File: config.mk
export PLATFORM = sky130hd
export DESIGN_NAME = least_loaded_till_scheduler_core
export DESIGN_NICKNAME = d
export VERILOG_FILES = /design/src/design/lltill_pkg.sv /design/src/design/lltill_ctrl.sv /design/src/design/lltill_datapath.sv /design/src/design/least_loaded_till_scheduler_core.sv
export VERILOG_INCLUDE_DIRS = /design/src /design/src/design
export SDC_FILE = /design/constraint.sdc
export NUM_CORES = 1
export LEC_CHECK = 0
export BUFFER_PORTS_ARGS = -buffer_cell sky130_fd_sc_hd__buf_4
export CORE_MARGIN = 1.5
export CORE_UTILIZATION = 50
export CTS_CLUSTER_SIZE = 30
export DETAILED_ROUTE_END_ITERATION = 10
export GPL_TIMING_DRIVEN = 0
export PLACE_DENSITY = 0.66
export SLEW_MARGIN = 10
export SYNTH_ARGS = -nofsm -noshare
export SYNTH_HDL_FRONTEND = slang
export SYNTH_SLANG_ARGS = --single-unit
File: constraint.sdc
create_clock -name i_clk -period 7.2 [get_ports i_clk]
set_clock_uncertainty 0.05 [all_clocks]
set_input_delay 1.08 -clock i_clk [delete_from_list [all_inputs] [get_ports i_clk]]
set_output_delay 1.08 -clock i_clk [all_outputs]
set_load 0.05 [all_outputs]
File: src/design/assert_macros.svh
// Assertion helpers shared by the RTL.
`ifndef ASSERT_MACROS_SVH
`define ASSERT_MACROS_SVH

// Check an implication on every rising edge outside reset.
`define ASSERT_CLK(label, clk, rst_n, prop) \
    label: assert property (@(posedge clk) disable iff (!rst_n) prop) \
        else $error("assertion failed: label");

`endif

File: src/design/lltill_pkg.sv
package lltill_pkg;

    localparam int MAX_TILLS = 16;
    localparam int CFG_W     = 5;
    localparam int TIME_W    = 16;
    localparam int LOAD_W    = 32;
    localparam int CODE_W    = 4;
    localparam int IDX_W     = (MAX_TILLS > 1) ? $clog2(MAX_TILLS) : 1;
    localparam int CNT_W     = $clog2(MAX_TILLS + 1);
    localparam int CMP_W     = (CNT_W > CFG_W) ? CNT_W : CFG_W;

    typedef logic [LOAD_W-1:0] t_load;

    typedef struct packed {
        logic start;
        logic step;
        logic commit;
    } t_cmd;

    typedef struct packed {
        logic scan_done;
        logic out_free;
    } t_sts;

    function automatic logic [CODE_W-1:0] till_code(input logic [IDX_W-1:0] idx);
        logic [IDX_W+CODE_W-1:0] wide;
        wide = {{CODE_W{1'b0}}, idx};
        return wide[CODE_W-1:0];
    endfunction

endpackage

File: src/design/lltill_ctrl.sv
`include "assert_macros.svh"

module lltill_ctrl (
    input  logic              i_clk,
    input  logic              i_rst_n,
    input  logic              i_s_valid,
    output logic              o_s_ready,
    input  lltill_pkg::t_sts  i_sts,
    output lltill_pkg::t_cmd  o_cmd
);

    localparam logic [1:0] ST_IDLE   = 2'd0;
    localparam logic [1:0] ST_SCAN   = 2'd1;
    localparam logic [1:0] ST_UPDATE = 2'd2;

    logic [1:0] r_state;
    logic [1:0] n_state;

    assign o_s_ready = (r_state == ST_IDLE);

    always_comb begin
        n_state      = r_state;
        o_cmd.start  = 1'b0;
        o_cmd.step   = 1'b0;
        o_cmd.commit = 1'b0;
        unique case (r_state)
            ST_IDLE: begin
                if (i_s_valid) begin
                    o_cmd.start = 1'b1;
                    n_state     = ST_SCAN;
                end
            end
            ST_SCAN: begin
                if (i_sts.scan_done) begin
                    n_state = ST_UPDATE;
                end else begin
                    o_cmd.step = 1'b1;
                end
            end
            ST_UPDATE: begin
                if (i_sts.out_free) begin
                    o_cmd.commit = 1'b1;
                    n_state      = ST_IDLE;
                end
            end
            default: begin
                n_state = ST_IDLE;
            end
        endcase
    end

    always_ff @(posedge i_clk) begin
        if (!i_rst_n) begin
            r_state <= ST_IDLE;
        end else begin
            r_state <= n_state;
        end
    end

    `ASSERT_CLK(a_commit_needs_room, i_clk, i_rst_n, o_cmd.commit |-> i_sts.out_free)
    `ASSERT_CLK(a_update_waits, i_clk, i_rst_n,
        (r_state == ST_UPDATE && !i_sts.out_free) |=> (r_state == ST_UPDATE))
    `ASSERT_CLK(a_start_to_scan, i_clk, i_rst_n, o_cmd.start |=> (r_state == ST_SCAN))

endmodule

File: src/design/lltill_datapath.sv
`include "assert_macros.svh"

module lltill_datapath (
    input  logic                                   i_clk,
    input  logic                                   i_rst_n,
    input  logic                                   i_cfg_valid,
    input  logic [lltill_pkg::CFG_W-1:0]           i_cfg_data,
    input  logic [lltill_pkg::TIME_W-1:0]          i_time,
    input  logic                                   i_last,
    input  logic                                   i_out_ready,
    input  lltill_pkg::t_cmd                       i_cmd,
    output lltill_pkg::t_sts                       o_sts,
    output logic                                   o_out_valid,
    output logic [lltill_pkg::CODE_W-1:0]          o_out_till,
    output lltill_pkg::t_load                      o_out_finish,
    output lltill_pkg::t_load                      o_out_span,
    output logic                                   o_out_last
);

    lltill_pkg::t_load                 r_load [lltill_pkg::MAX_TILLS];
    lltill_pkg::t_load                 r_max;
    logic [lltill_pkg::CFG_W-1:0]      r_active;
    logic [lltill_pkg::CNT_W-1:0]      r_j;
    logic [lltill_pkg::IDX_W-1:0]      r_best;
    lltill_pkg::t_load                 r_best_val;
    logic [lltill_pkg::TIME_W-1:0]     r_time;
    logic                              r_last;
    logic                              r_out_valid;
    logic [lltill_pkg::CODE_W-1:0]     r_out_till;
    lltill_pkg::t_load                 r_out_finish;
    lltill_pkg::t_load                 r_out_span;
    logic                              r_out_last;

    logic [lltill_pkg::CMP_W-1:0]      act_w;
    logic [lltill_pkg::CNT_W-1:0]      k_eff;
    lltill_pkg::t_load                 scan_val;
    logic [lltill_pkg::LOAD_W:0]       sum;
    lltill_pkg::t_load                 n_finish;
    lltill_pkg::t_load                 n_span;

    always_comb begin
        act_w = lltill_pkg::CMP_W'(r_active);
        priority if (act_w == '0) begin
            k_eff = lltill_pkg::CNT_W'(1);
        end else if (act_w > lltill_pkg::CMP_W'(lltill_pkg::MAX_TILLS)) begin
            k_eff = lltill_pkg::CNT_W'(lltill_pkg::MAX_TILLS);
        end else begin
            k_eff = act_w[lltill_pkg::CNT_W-1:0];
        end
    end

    assign scan_val = r_load[r_j[lltill_pkg::IDX_W-1:0]];
    assign sum      = {1'b0, r_best_val} + {{(lltill_pkg::LOAD_W + 1 - lltill_pkg::TIME_W){1'b0}},
                                            r_time};
    assign n_finish = sum[lltill_pkg::LOAD_W] ? '1 : sum[lltill_pkg::LOAD_W-1:0];
    assign n_span   = (n_finish > r_max) ? n_finish : r_max;

    assign o_sts.scan_done = (r_j >= k_eff);
    assign o_sts.out_free  = !r_out_valid || i_out_ready;

    always_ff @(posedge i_clk) begin
        if (!i_rst_n) begin
            r_active <= lltill_pkg::CFG_W'(1);
        end else if (i_cfg_valid) begin
            r_active <= i_cfg_data;
        end
    end

    always_ff @(posedge i_clk) begin
        if (!i_rst_n) begin
            r_j    <= lltill_pkg::CNT_W'(1);
            r_best <= '0;
        end else if (i_cmd.start) begin
            r_j    <= lltill_pkg::CNT_W'(1);
            r_best <= '0;
        end else if (i_cmd.step) begin
            r_j <= r_j + lltill_pkg::CNT_W'(1);
            if (scan_val < r_best_val) begin
                r_best <= r_j[lltill_pkg::IDX_W-1:0];
            end
        end
    end

    always_ff @(posedge i_clk) begin
        if (i_cmd.start) begin
            r_best_val <= r_load[0];
            r_time     <= i_time;
            r_last     <= i_last;
        end else if (i_cmd.step && (scan_val < r_best_val)) begin
            r_best_val <= scan_val;
        end
    end

    always_ff @(posedge i_clk) begin
        if (!i_rst_n) begin
            for (int i = 0; i < lltill_pkg::MAX_TILLS; i++) begin
                r_load[i] <= '0;
            end
            r_max <= '0;
        end else if (i_cmd.commit) begin
            if (r_last) begin
                for (int i = 0; i < lltill_pkg::MAX_TILLS; i++) begin
                    r_load[i] <= '0;
                end
                r_max <= '0;
            end else begin
                r_load[r_best] <= n_finish;
                r_max          <= n_span;
            end
        end
    end

    always_ff @(posedge i_clk) begin
        if (!i_rst_n) begin
            r_out_valid <= 1'b0;
        end else if (i_cmd.commit) begin
            r_out_valid <= 1'b1;
        end else if (i_out_ready) begin
            r_out_valid <= 1'b0;
        end
    end

    always_ff @(posedge i_clk) begin
        if (i_cmd.commit) begin
            r_out_till   <= lltill_pkg::till_code(r_best);
            r_out_finish <= n_finish;
            r_out_span   <= n_span;
            r_out_last   <= r_last;
        end
    end

    assign o_out_valid  = r_out_valid;
    assign o_out_till   = r_out_till;
    assign o_out_finish = r_out_finish;
    assign o_out_span   = r_out_span;
    assign o_out_last   = r_out_last;

    `ASSERT_CLK(a_finish_le_span, i_clk, i_rst_n, r_out_valid |-> (r_out_finish <= r_out_span))
    `ASSERT_CLK(a_commit_shows, i_clk, i_rst_n, i_cmd.commit |=> r_out_valid)
    `ASSERT_CLK(a_scan_bound, i_clk, i_rst_n, i_cmd.step |-> (r_j < k_eff))

endmodule

File: src/design/least_loaded_till_scheduler_core.sv
// Channel   | Direction | Fields (low bit first)
// s_axis    | in        | tdata: service_time[15:0]; tlast: last_job
// m_axis    | out       | tdata: chosen_till[3:0], till_finish[35:4], makespan[67:36];
//           |           | tlast: batch_done
// cfg       | in        | data: active_tills[4:0]
// An item runs in steps, k being active_tills held to 1..16: capture and read till 0,
// scan the first k tills (a compare for each further till, then an exit), then add and
// write back.
// A new item is taken while the previous result waits in the output register.
// Write back stalls while the output register holds an untaken result.
// Reset clears all loads and the makespan at once; active_tills resets to 1.

module least_loaded_till_scheduler_core (
    input  logic                               i_clk,
    input  logic                               i_rst_n,
    input  logic                               s_axis_tvalid,
    output logic                               s_axis_tready,
    input  logic [15:0]                        s_axis_tdata,  // service_time
    input  logic                               s_axis_tlast,  // last_job
    output logic                               m_axis_tvalid,
    input  logic                               m_axis_tready,
    output logic [71:0]                        m_axis_tdata,  // chosen_till, till_finish, makespan
    output logic                               m_axis_tlast,  // batch_done
    input  logic                               i_cfg_valid,
    output logic                               o_cfg_ready,
    input  logic [lltill_pkg::CFG_W-1:0]       i_cfg_data     // active_tills
);

    lltill_pkg::t_cmd                  cmd;
    lltill_pkg::t_sts                  sts;
    logic [lltill_pkg::CODE_W-1:0]     out_till;
    lltill_pkg::t_load                 out_finish;
    lltill_pkg::t_load                 out_span;

    assign o_cfg_ready = 1'b1;

    lltill_ctrl u_ctrl (
        .i_clk     (i_clk),
        .i_rst_n   (i_rst_n),
        .i_s_valid (s_axis_tvalid),
        .o_s_ready (s_axis_tready),
        .i_sts     (sts),
        .o_cmd     (cmd)
    );

    lltill_datapath u_datapath (
        .i_clk        (i_clk),
        .i_rst_n      (i_rst_n),
        .i_cfg_valid  (i_cfg_valid),
        .i_cfg_data   (i_cfg_data),
        .i_time       (s_axis_tdata),
        .i_last       (s_axis_tlast),
        .i_out_ready  (m_axis_tready),
        .i_cmd        (cmd),
        .o_sts        (sts),
        .o_out_valid  (m_axis_tvalid),
        .o_out_till   (out_till),
        .o_out_finish (out_finish),
        .o_out_span   (out_span),
        .o_out_last   (m_axis_tlast)
    );

    assign m_axis_tdata = {4'b0000, out_span, out_finish, out_till};

endmodule
==> impl_metrics.csv, run 1 <==
group,metric,value,unit
run_status,run_status,"finished, final reports clean",
global_routing,grt_usage,0.298,
floorplanning,initial_core_util,0.509,
pwr,power,0.0109,W
pwr,ir_worst_vdd,0.193,mV
floorplanning,num_rows,91,
route,drt_iter0_drc,2719,
worst_setup_path,crit_fanout,10,
run,maxCapViolCount,0,
logic_synthesis,synth_top_cell_by_area,"edfxtp_1",
floorplanning,ios,103,
clocking,clk_pin_slew_worst_paths,0.06,ns
logic_synthesis,yosysWarnings,0,
worst_setup_path,arrival,7.36,ns
sta,final_max_slew_viol_count,0,
sta,tightest_slew,1.22,ns
global_routing,grt_max_degree,64,
sta,setup_viol,0,
logic_synthesis,yosysMostFrequentCell,"edfxtp_1",
logic_synthesis,yosysSeqAreaShare,0.634,
worst_setup_path,crit_type,"reg2reg",
cells_and_area,nNetsFinal,2630,
cells_and_area,syn_to_final_growth,14.8,%
global_routing,gr-total-overflow,0,
floorplanning,core,0.0619,mm²
route,viasPerCell,6.28,
clocking,cts_tree,"built",
worst_setup_path,end_kind,"flop",
logic_synthesis,synthArstFlopShare,0,
worst_setup_path,cp.required,7.56,ns
logic_synthesis,syn-cell-area,0.0315,mm²
logic_synthesis,synth_top_cell_area_share,0.601,
placement,pre_cts_ws,0.397,ns
sta,finalCriticalPeriod,6.99,ns
logic_synthesis,synth_common_cells,"630 x edfxtp_1, 559 x nor2_1, 158 x mux4_2, 101 x inv_1, 98 x nand2_1",
floorplanning,fp.dieW,254,µm
route,drc_errors,0,
sta,hold_viol,0,
route,postRouteAntennaNets,0,
clocking,cts_root_buf,"clkbuf_16",
clocking,clock_path_buffers,3,
placement,portBuffers,95,
global_routing,grt_pass1_wl,137000,µm
logic_synthesis,synth_flop_cell,"edfxtp_1",
floorplanning,die_y,254,µm
sta,maxSlewHeadroom,0.188,
placement,gp_congestion,0.958,
logic_synthesis,yosys_register_bits,683,
placement,dp_hpwl,65500,µm
worst_hold_path,hold_path_class,"reg2reg",
global_routing,antenna_found_initial,1,
sta,fin_ws,0.207,ns
pwr,power.density,301,mW/mm²
clocking,cts-buffers-inserted,75,
logic_synthesis,synthTopCellsByArea,"edfxtp_1 60%, mux4_2 11%, nor2_1 6.7%",
cells_and_area,n_antenna_cell,0,
logic_synthesis,syn_area_per_cell,13.6,µm²
clocking,insertion_delay,0.64,ns
clocking,clkSinkCount,683,
sta,clock.fmax,143,MHz
floorplanning,die_area,0.0645,mm²
pwr,p_leak,13.5,nW
route,routedWlPerCell,27.8,µm
global_routing,first_global_vias,20900,
route,vias,21400,
logic_synthesis,synthCells,2324,
clocking,htree_levels,3,
cells_and_area,drive_above_1_share,0.208,
sta,timing.final.crit_share,0.971,
logic_synthesis,synth_edf_count,630,
clocking,cts_setup_buffers,0,
logic_synthesis,ys_types,85,
route,dr.pass1.iters,5,
worst_setup_path,worst_setup_path_start_kind,"flop",
route,wl,94800,µm
-- cells in the final DEF (no fill, tap or decap), types with 7 or more instances in the layout --
cell,synthesis,final
a211oi_1,10,10
a21o_1,10,10
a21oi_1,52,52
and2_1,16,16
buf_12,0,13
buf_2,54,57
buf_4,9,104
bufinv_16,0,7
clkbuf_1,96,110
clkbuf_16,0,77
clkinv_1,2,13
clkinv_2,1,11
dfxtp_1,53,53
edfxtp_1,630,630
ha_1,85,85
inv_1,101,100
mux2_2,32,32
mux2i_1,8,8
mux4_2,158,158
nand2_1,98,82
nand2_2,0,16
nand2b_1,9,9
nand3_1,46,46
nand4_1,20,20
nor2_1,559,559
nor2_2,11,11
nor3_1,13,13
nor4_1,7,7
o211ai_1,19,19
o21a_1,9,9
o21ai_0,78,78
o32ai_1,13,13
xor2_1,9,9
-- flip-flops by register name (all words and copies together), names as in the netlist, 2 cells and up, named ones only --
signal,cells
u_ctrl.r_state,2
u_datapath.act_w,5
u_datapath.o_out_finish,32
u_datapath.o_out_span,32
u_datapath.o_out_till,4
u_datapath.r_best,4
u_datapath.r_best_val,32
u_datapath.r_j,5
u_datapath.r_load,512
u_datapath.r_max,32
u_datapath.r_time,16
-- cell type report --
cell class                 count  area [µm²]
buffer                       169         764
clock buffer                  95        2010
fill                        4938       25800
inverter                     105         398
clock inverter                38         415
timing repair buffer         113        1110
multi-input combinational   1370       10400
tap                          837        1050
sequential                   683       20000
-- logic make-up after synthesis --
logic type	Yosys count	synth area share
DFF	683	0.634
adders and majority gates	86	0.0344
buffers and inverters	274	0.0366
muxes	204	0.130
xor gates and xnor gates	15	0.00417
and+or+nand+nor	820	0.110
other	2	0.000238
AOI/OAI and AO/OA	240	0.0499
-- metal layers --
| layer | wire (µm) | vias to the layer above | global-route usage |
|---|---|---|---|
| li1 | - | 8972 | - |
| met1 | 35900 | 10800 | 0.394 |
| met2 | 44600 | 1389 | 0.480 |
| met3 | 10100 | 278 | 0.0697 |
| met4 | 4130 | 0 | 0.116 |
| met5 | 0 | - | 0 |
-- where the power goes --
group	switching [W]	internal [W]
combinational	0.00165	0.000659
sequential	0.000115	0.00461
clock	0.00162	0.00224
-- what timing repair did --
action                                  in CTS  in global routing
resized for setup                            0                  2
endpoints found under the setup margin       0                 19
hold buffers                                 0                  0
-- worst max-delay path, cell delays in order (launching register included) --
cell      delay (ns)
edfxtp_1        0.56
ha_1            0.29
fa_1            0.45
a211oi_2        0.34
or4_1           0.24
a21boi_1        0.13
o31a_2          0.40
buf_4           0.22
nor2_2          0.65
buf_2           0.36
inv_1           0.20
ha_1            0.34
a21oi_1         0.16
o211ai_1        0.11
o41ai_1         0.75
nor3_1          0.21
nor3_2          0.48
clkbuf_1        0.50
nand2_1         0.15
o21ai_0         0.17
-- path summary, 6_finish.rpt --
path	start	slack [ns]	cells past startpoint	endpoint
max reg2reg	u_datapath.r_best_val[0]$_DFFE_PP_	0.21	19	u_datapath.o_out_span[23]$_DFFE_PP_
min reg2reg	u_datapath.r_max[25]$_SDFFE_PN0P_	0.43	2	u_datapath.r_max[25]$_SDFFE_PN0P_
min	u_datapath.r_max[25]$_SDFFE_PN0P_	0.43	2	u_datapath.r_max[25]$_SDFFE_PN0P_
max	u_datapath.r_best_val[0]$_DFFE_PP_	0.21	19	u_datapath.o_out_span[23]$_DFFE_PP_
-- per-stage QoR --
step | std cells | TNS [ns] | utilization | cell area (µm²) | hold WS (ns)
3_3_place_gp | 3259 | 0 | 0.537 | 33300 | 0.409
5_1_grt | 3410 | -0.0369 | 0.584 | 36200 | 0.452
3_5_place_dp | 3277 | 0 | 0.544 | 33700 | 0.419
4_1_cts | 3410 | 0 | 0.584 | 36200 | 0.425
6_report | 3410 | 0 | 0.584 | 36200 | 0.429
2_1_floorplan | 2327 | 0 | - | 31500 | 0.392
Note: power is estimated with default switching activity, not from simulation.
==> run 2: changes to the inputs <==
Settings changed: PLACE_DENSITY 0.66 to 0.69.
Clock period 7.2 ns to 5.6 ns, I/O delays scaled along.
==> impl_metrics.csv, run 2 (same netlist as run 1, synthesis figures left out) <==
group,metric,value,unit
clocking,clkSinkCount,683,
worst_setup_path,crit_fanout,10,
sta,clock.fmax,180,MHz
worst_setup_path,r2r_setup_slack,0.04,ns
clocking,clock_path_buffers,3,
sta,setup_viol,0,
placement,gp_congestion,0.939,
worst_setup_path,r2r_cells,21,
sta,maxSlewHeadroom,0.278,
floorplanning,ios,103,
worst_hold_path,hold_path_class,"in2reg",
cells_and_area,nNetsFinal,2669,
pwr,p_int,0.00985,W
worst_setup_path,slowest_stage,"or4_4",
cells_and_area,finish.utilization,0.597,
clocking,clk_pin_slew_worst_paths,0.06,ns
cells_and_area,fillers,4810,
route,wl,91200,µm
global_routing,antenna_found_initial,0,
clocking,cts_tree,"built",
route,viasPerCell,6.06,
route,drt_iter0_drc,2531,
global_routing,grt_usage,0.287,
clocking,insertion_delay,0.61,ns
route,dr.pass1.iters,5,
clocking,hold_buffers,0,
worst_setup_path,r2r-start,"u_datapath.r_best_val[8]$_DFFE_PP_",
pwr,ir_worst_vdd,0.248,mV
global_routing,first_global_vias,21000,
worst_setup_path,r2r_end,"u_datapath.r_max[3]$_SDFFE_PN0P_",
floorplanning,fp.dieW,254,µm
pwr,clkPwrFrac,0.335,
worst_setup_path,arrival,5.99,ns
pwr,p_leak,13.8,nW
global_routing,grt_max_degree,59,
worst_setup_path,path_cells,"ha_4, nand2_1, or3_4, o211ai_1, nand2_2, buf_6, a311oi_4, and2_1, buf_6, buf_8, clkinvlp_4, ha_4, nand4_1, or4_4, nor4_4, nor4_2, buf_4, buf_4, buf_4, o21ai_0, a21oi_1",
floorplanning,num_rows,91,
cells_and_area,drive_above_1_share,0.240,
sta,final_max_slew_viol_count,0,
worst_setup_path,cp_slowest_stage_delay,0.63,ns
clocking,cts-buffers-inserted,72,
worst_hold_path,hold_depth,1,
sta,whs,0.355,ns
cells_and_area,final_cell_mix,"630 x edfxtp_1, 557 x nor2_1, 158 x mux4_2",
sta,tightest_slew,1.08,ns
worst_setup_path,worst_setup_path_start_kind,"flop",
floorplanning,core,0.0619,mm²
route,postRouteAntennaNets,0,
worst_hold_path,hold_end,"u_datapath.r_time[2]$_DFFE_PP_",
run,maxCapViolCount,0,
pwr,pwr-share-comb,0.239,
cells_and_area,design_area,0.0370,mm²
cells_and_area,largest_register,"u_datapath.r_load",
floorplanning,initial_core_util,0.509,
global_routing,gr-total-overflow,0,
route,drc_errors,0,
global_routing,grt_pass1_wl,133000,µm
pwr,p_sw,0.00442,W
floorplanning,die_area,0.0645,mm²
cells_and_area,largest_register_ffs,512,
worst_hold_path,worstHoldStart,"s_axis_tdata[2]",
worst_setup_path,cp.required,6.02,ns
placement,portBuffers,95,
route,routedWlPerCell,26.5,µm
worst_setup_path,critPathMostFrequentCell,"buf_4",
worst_setup_path,crit_type,"reg2reg",
clocking,cts_root_buf,"clkbuf_16",
run_status,run_status,"finished, final reports clean",
sta,hold_viol,0,
pwr,p_sw_frac,0.310,
sta,finalCriticalPeriod,5.56,ns
clocking,htree_levels,3,
worst_setup_path,end_kind,"flop",
placement,place_area,0.0337,mm²
pwr,power.density,386,mW/mm²
placement,dp_hpwl,64200,µm
sta,timing.final.crit_share,0.993,
pwr,p_seq_frac,0.426,
cells_and_area,syn_to_final_growth,17.4,%
floorplanning,die_y,254,µm
route,vias,20900,
cells_and_area,layout_commonest_cell,"edfxtp_1",
## run 2: stage by stage
stage / total power, W / TNS [ns] / setup WS, ns / instances
floorplan: 0.00790 / 0 / 0.510 / 2327
CTS: 0.0140 / 0 / 0.00752 / 3423
global route: 0.0147 / -2.27 / -0.0938 / 3445
detailed placement: 0.00906 / -78.89 / -1.17 / 3277
global placement: 0.00896 / -268.86 / -1.14 / 3259
finish: 0.0143 / 0 / 0.0393 / 3446
## run 2: repair_timing
action                     CTS  global route
gates cloned                 0             1
resized for setup           70            91
pin swaps                   17            23
setup endpoints to repair   98            90
buffers inserted            22            20
## run 2: metal layers
layer | global-route usage | wire length, µm
met5 | 0 | 0
met3 | 0.0601 | 9810
met2 | 0.465 | 43600
met1 | 0.385 | 34900
met4 | 0.104 | 2880
## run 2: area by class of cell
type | instances | area (µm²) | share of cell area
Buffer | 167 | 871 | 0.0236
Clock buffer | 93 | 1960 | 0.0531
Antenna cell | 1 | 2.50 | 0.0000677
Timing Repair Buffer | 157 | 1430 | 0.0387
Tap cell | 837 | 1050 | 0.0283
Clock inverter | 33 | 360 | 0.00975
Multi-Input combinational cell | 1370 | 10900 | 0.295
Sequential cell | 683 | 20000 | 0.540
Inverter | 105 | 402 | 0.0109
## run 2: worst max path at each step
stage	from	endpoint	slack (ns)
global placement	u_datapath.r_best_val[0]$_DFFE_PP_	u_datapath.o_out_span[19]$_DFFE_PP_	-1.14
finish	u_datapath.r_best_val[8]$_DFFE_PP_	u_datapath.r_max[3]$_SDFFE_PN0P_	0.04
CTS	u_datapath.r_best_val[6]$_DFFE_PP_	u_datapath.r_max[12]$_SDFFE_PN0P_	0.008
detailed placement	u_datapath.r_best_val[0]$_DFFE_PP_	u_datapath.o_out_span[19]$_DFFE_PP_	-1.17
floorplan	u_datapath.r_best_val[0]$_DFFE_PP_	u_datapath.o_out_span[1]$_DFFE_PP_	0.51
global route	u_datapath.r_best_val[5]$_DFFE_PP_	u_datapath.o_out_span[4]$_DFFE_PP_	-0.09
## run 2: worst max-delay path, delay by kind of cell (launching register included)
kind,cells,cell delay (ns)
AO/OA/AOI/OAI,4,1.04
adder cells (fa/ha/maj),2,0.63
buffers and inverters,7,1.03
flip-flops,1,0.49
AND/OR/NAND/NOR,8,2.18
## run 2: power groups by stage
stage                     Clock (W)  Combinational, W  Sequential [W]
after floorplan                   0           0.00168         0.00622
after global placement            0           0.00279         0.00617
after detailed placement          0           0.00289         0.00617
after CTS                   0.00480           0.00315         0.00607
after global routing        0.00499           0.00361         0.00610
final                       0.00478           0.00342         0.00608
